--- src/sv/tvs_pkg.sv ---
// shared constants, codes and state types of the trilinear voxel sampler
package tvs_pkg;

  localparam int unsigned DEF_MAX_DIM_X = 64;
  localparam int unsigned DEF_MAX_DIM_Y = 64;
  localparam int unsigned DEF_MAX_DIM_Z = 64;
  localparam int unsigned DEF_FRAC_BITS = 8;

  localparam int unsigned POS_W         = 14;
  localparam int unsigned VOXEL_INDEX_W = 18;
  localparam int unsigned VOXEL_W       = 8;
  localparam int unsigned SAMPLE_W      = 16;
  localparam int unsigned CFG_W         = 7;
  localparam int unsigned CFG_INDEX_W   = 2;
  localparam int unsigned OUT_FRAC      = 8;

  localparam logic [CFG_W-1:0] CFG_DIM_RESET = 7'd64;

  localparam int unsigned QUEUE_DEPTH = 2;
  localparam int unsigned READS       = 8;

  typedef enum logic [CFG_INDEX_W-1:0] {
    CFG_WIDTH  = 2'd0,
    CFG_HEIGHT = 2'd1,
    CFG_DEPTH  = 2'd2
  } cfg_idx_e;

  typedef enum logic {
    FUNC_LOAD   = 1'b0,
    FUNC_SAMPLE = 1'b1
  } func_e;

  typedef enum logic [1:0] {
    F_IDLE,
    F_MUL1,
    F_MUL2,
    F_PUSH
  } front_state_e;

  typedef enum logic {
    B_IDLE,
    B_READ
  } back_state_e;

  function automatic int unsigned max_u(input int unsigned a, input int unsigned b);
    return (a > b) ? a : b;
  endfunction

endpackage

--- src/sv/tvs_queue.sv ---
// short command queue between the front and back ends
module tvs_queue #(
  parameter type entry_t = logic,
  parameter int unsigned DEPTH = tvs_pkg::QUEUE_DEPTH
) (
  input  logic   clk_i,
  input  logic   rst_ni,
  input  logic   push_valid_i,
  output logic   push_ready_o,
  input  entry_t push_data_i,
  output logic   pop_valid_o,
  input  logic   pop_i,
  output entry_t pop_data_o
);
  import tvs_pkg::*;

  localparam int unsigned PW = (DEPTH > 1) ? $clog2(DEPTH) : 1;
  localparam int unsigned NW = $clog2(DEPTH + 1);

  entry_t        slot_q [DEPTH];
  logic [PW-1:0] wr_ptr_q, rd_ptr_q;
  logic [NW-1:0] count_q;
  logic          do_push, do_pop;

  assign push_ready_o = (count_q != NW'(DEPTH));
  assign pop_valid_o  = (count_q != '0);
  assign do_push      = push_valid_i && push_ready_o;
  assign do_pop       = pop_i && pop_valid_o;
  assign pop_data_o   = slot_q[rd_ptr_q];

  always_ff @(posedge clk_i or negedge rst_ni) begin
    if (!rst_ni) begin
      wr_ptr_q <= '0;
      rd_ptr_q <= '0;
      count_q  <= '0;
    end else begin
      if (do_push) begin
        wr_ptr_q <= (wr_ptr_q == PW'(DEPTH - 1)) ? '0 : wr_ptr_q + PW'(1);
      end
      if (do_pop) begin
        rd_ptr_q <= (rd_ptr_q == PW'(DEPTH - 1)) ? '0 : rd_ptr_q + PW'(1);
      end
      if (do_push && !do_pop) begin
        count_q <= count_q + NW'(1);
      end else if (do_pop && !do_push) begin
        count_q <= count_q - NW'(1);
      end
    end
  end

  always_ff @(posedge clk_i) begin
    if (do_push) begin
      slot_q[wr_ptr_q] <= push_data_i;
    end
  end

endmodule

--- config.mk ---
export PLATFORM = sky130hd
export DESIGN_NAME = tvs_queue
export DESIGN_NICKNAME = d
export VERILOG_FILES = /design/src/sv/tvs_pkg.sv /design/src/sv/tvs_queue.sv
export SDC_FILE = /design/constraint.sdc
export NUM_CORES = 1
export LEC_CHECK = 0
export ABC_AREA = 1
export BUFFER_PORTS_ARGS = -buffer_cell sky130_fd_sc_hd__buf_2
export CAP_MARGIN = 10
export CORE_AREA = 2 2 39 41
export DETAILED_ROUTE_END_ITERATION = 8
export DIE_AREA = 0 0 41 43
export SLEW_MARGIN = 5
export SYNTH_ARGS = -nofsm -noshare
export SYNTH_HDL_FRONTEND = slang
export SYNTH_SLANG_ARGS = --single-unit
--- constraint.sdc ---
create_clock -name clk_i -period 1.19 [get_ports clk_i]
set_input_delay 0.238 -clock clk_i [delete_from_list [all_inputs] [get_ports clk_i]]
set_output_delay 0.238 -clock clk_i [all_outputs]
set_load 0.05 [all_outputs]
==> impl_metrics.yaml <==
die:
  die_y_microns: 43
  core-area_sq_um: 1380
  fp-row-count: 14
  pin_count: 8
  die_w_microns: 41
  start_util_pct: 22.9
  die_area_sq_um: 1760
layout:
  final_common_cell: "nand2_1"
  area_growth_pct: 81.0
  fin_area_sq_um: 573
  regArea_sq_um: 161
  multi_input_area_sq_um: 188
  drive_above_1_share_pct: 60.4
  nNetsFinal: 60
  diodes: 0
  fin_cells: 69
  fillers: 140
  layout_common_cells: "nand2_1, buf_2, buf_4"
critical_path:
  critPathMaxFanout: 3
  cp.arrival_ns: 1.07
  cp_cell_sequence: "inv_4 -> nand2_8 -> buf_6 -> buf_8"
  start_kind: "flip-flop"
  timing.rr.start: "count_q[1]"
  max_stage_delay_ns: 0.40
  crit_slowest_cell: "dfrtp_1"
  reg2reg_slack_ns: -0.07
  crit_path_end_kind: "output pin"
  critPathBufInv: 3
  reg2reg_depth: 9
  path_class: "flip-flop to output pin"
  reg2reg_to: "count_q[1]"
  required_ns: 0.95
  crit_family: "flip-flops"
job:
  max_cap_violations: 0
timing:
  min_period_ns: 1.31
  finalCritPeriodShare_pct: 110
  skew_ns: 0.00613
  fin_ws_ns: -0.119
  tightest_slew_ns: 0.166
  setup_tns_ns: -0.260
  hold_viol_final: 0
  slew_headroom_pct: 88.9
  finalSetupViolCount: 4
  fin_hold_ws_ns: 0.181
  slew_viol_final: 0
  rsz0062_at_grt: "yes"
  fmax_mhz: 764
clock_tree:
  clock_sinks: 6
  numCtsBuffers: 3
  cts_tree: "yes"
  cts_buffer_depth: 2
  clk_pin_slew_ns: 0.05
  ctsHtreeMaxLevel: 1
  cts_root_buffer: "clkbuf_4"
  clock_latency_ns: 0.25
power_and_ir_drop:
  power_mw: 1.77
  cellLeakagePower_nw: 0.264
  ir_drop_v: 0.000945
  powerDensity_nw_per_um2: 3080
drt:
  dr.pass1.iters: 2
  vias: 259
  wirelength_microns: 562
  wl_per_cell_microns: 8.14
  vias_per_cell: 3.75
  postRouteAntennaNets: 0
  drc: 0
  drt_iter0_drc: 1
global_route:
  antenna_found_initial: 0
  grt_overflow_total: 0
  grt_use_total_pct: 8.11
  grt_max_degree: 5
  grt_pass1_vias: 259
  grt_pass1_wl_microns: 924
place:
  dp_cells: 61
  placed_cell_area_sq_um: 445
  io_buffer_count: 7
  gp_congestion: 0.571
  place_hpwl_microns: 444
min_path:
  hold_path.class: "input port to flip-flop"
  worstHoldPathCells: 1
  worstHoldEndpoint: "slot_q[1]"
  hold_start: "push_data_i"
yosys:
  syn_area_sq_um: 317
  synth_fp_nets: 40
  synth-seq-cells: 6
  avgSynthCellArea_sq_um: 9.31
  seq_area_frac_synth_pct: 50.6
  synth_cell_type_count: 13
  yosys_warnings: 0
  synthCells: 34
outcome:
  status: "finished, violations left"
  violations: "setup timing"
layer usage:
layer	track usage, %	routed length, microns	vias to the layer above
met5	0	0	-
met4	6.00	0	0
met3	1.57	33	0
met2	13.8	299	6
met1	7.95	229	109
li1	-	-	144
layout make-up:
type	count	share of cell area, %
clock buffers	4	4.59
inverters	7	5.90
multi-input cells	21	32.8
flip-flops and latches	6	28.2
well taps	16	3.49
repair buffers	15	25.1
sequential cells by signal, indices dropped and copies added, names as in the netlist:
signal	cells
wr_ptr_q	1
slot_q	2
rd_ptr_q	1
count_q	2
through the flow:
step                      worst slack (ns)  utilization [%]
after floorplan                     -0.111                -
after global placement             -0.0525             32.2
after detailed placement           -0.0628             32.2
after CTS                           -0.135             40.9
after global routing                -0.163             41.4
final                               -0.119             41.4
logic make-up (layout without fill, tap and decap cells):
group	after synthesis	in the layout	share of synthesized area [%]
and+or+nand+nor	18	18	29.2
buffers and inverters	7	26	8.30
DFF	6	6	50.6
xor gates and xnor gates	2	2	7.91
adders and majority gates	1	1	3.95
worst max-delay path by stage:
stage	start	depth (start not counted)	slack (ns)	to
after floorplan	count_q[0]	9	-0.11	count_q[1]
after global placement	count_q[1]	8	-0.05	count_q[1]
after detailed placement	count_q[1]	8	-0.06	count_q[1]
after CTS	count_q[0]	4	-0.13	pop_valid_o
after global routing	count_q[0]	4	-0.16	pop_valid_o
final	count_q[0]	4	-0.12	pop_valid_o
timing repair:
item / in CTS / in global routing
hold buffers: 1 / 0
pin swaps: 4 / 3
gates resized for setup: 15 / 2
endpoints found under the setup margin: 4 / 7
hold endpoints to repair: 4 / 0
setup buffers: 3 / 0
synth_stat cells:
| library cell | count | area, sq um |
|---|---|---|
| nand4_1 | 1 | 6.26 |
| dfrtp_1 | 4 | 100 |
| nor2_1 | 2 | 7.51 |
| edfxtp_1 | 2 | 60.1 |
| ha_1 | 1 | 12.5 |
| xnor2_1 | 1 | 8.76 |
| inv_2 | 2 | 7.51 |
| xor2_2 | 1 | 16.3 |
| nand2_4 | 2 | 22.5 |
| nand2_1 | 9 | 33.8 |
| inv_1 | 5 | 18.8 |
| nand3_1 | 2 | 10.0 |
| nand2_2 | 2 | 12.5 |
power by group:
group | internal, mW | total (mW) | switching [mW]
logic | 0.559 | 1.17 | 0.609
registers | 0.310 | 0.392 | 0.0819
clock network | 0.127 | 0.206 | 0.0786
total | 0.996 | 1.77 | 0.769
Note: power is estimated with default switching activity, not from simulation.
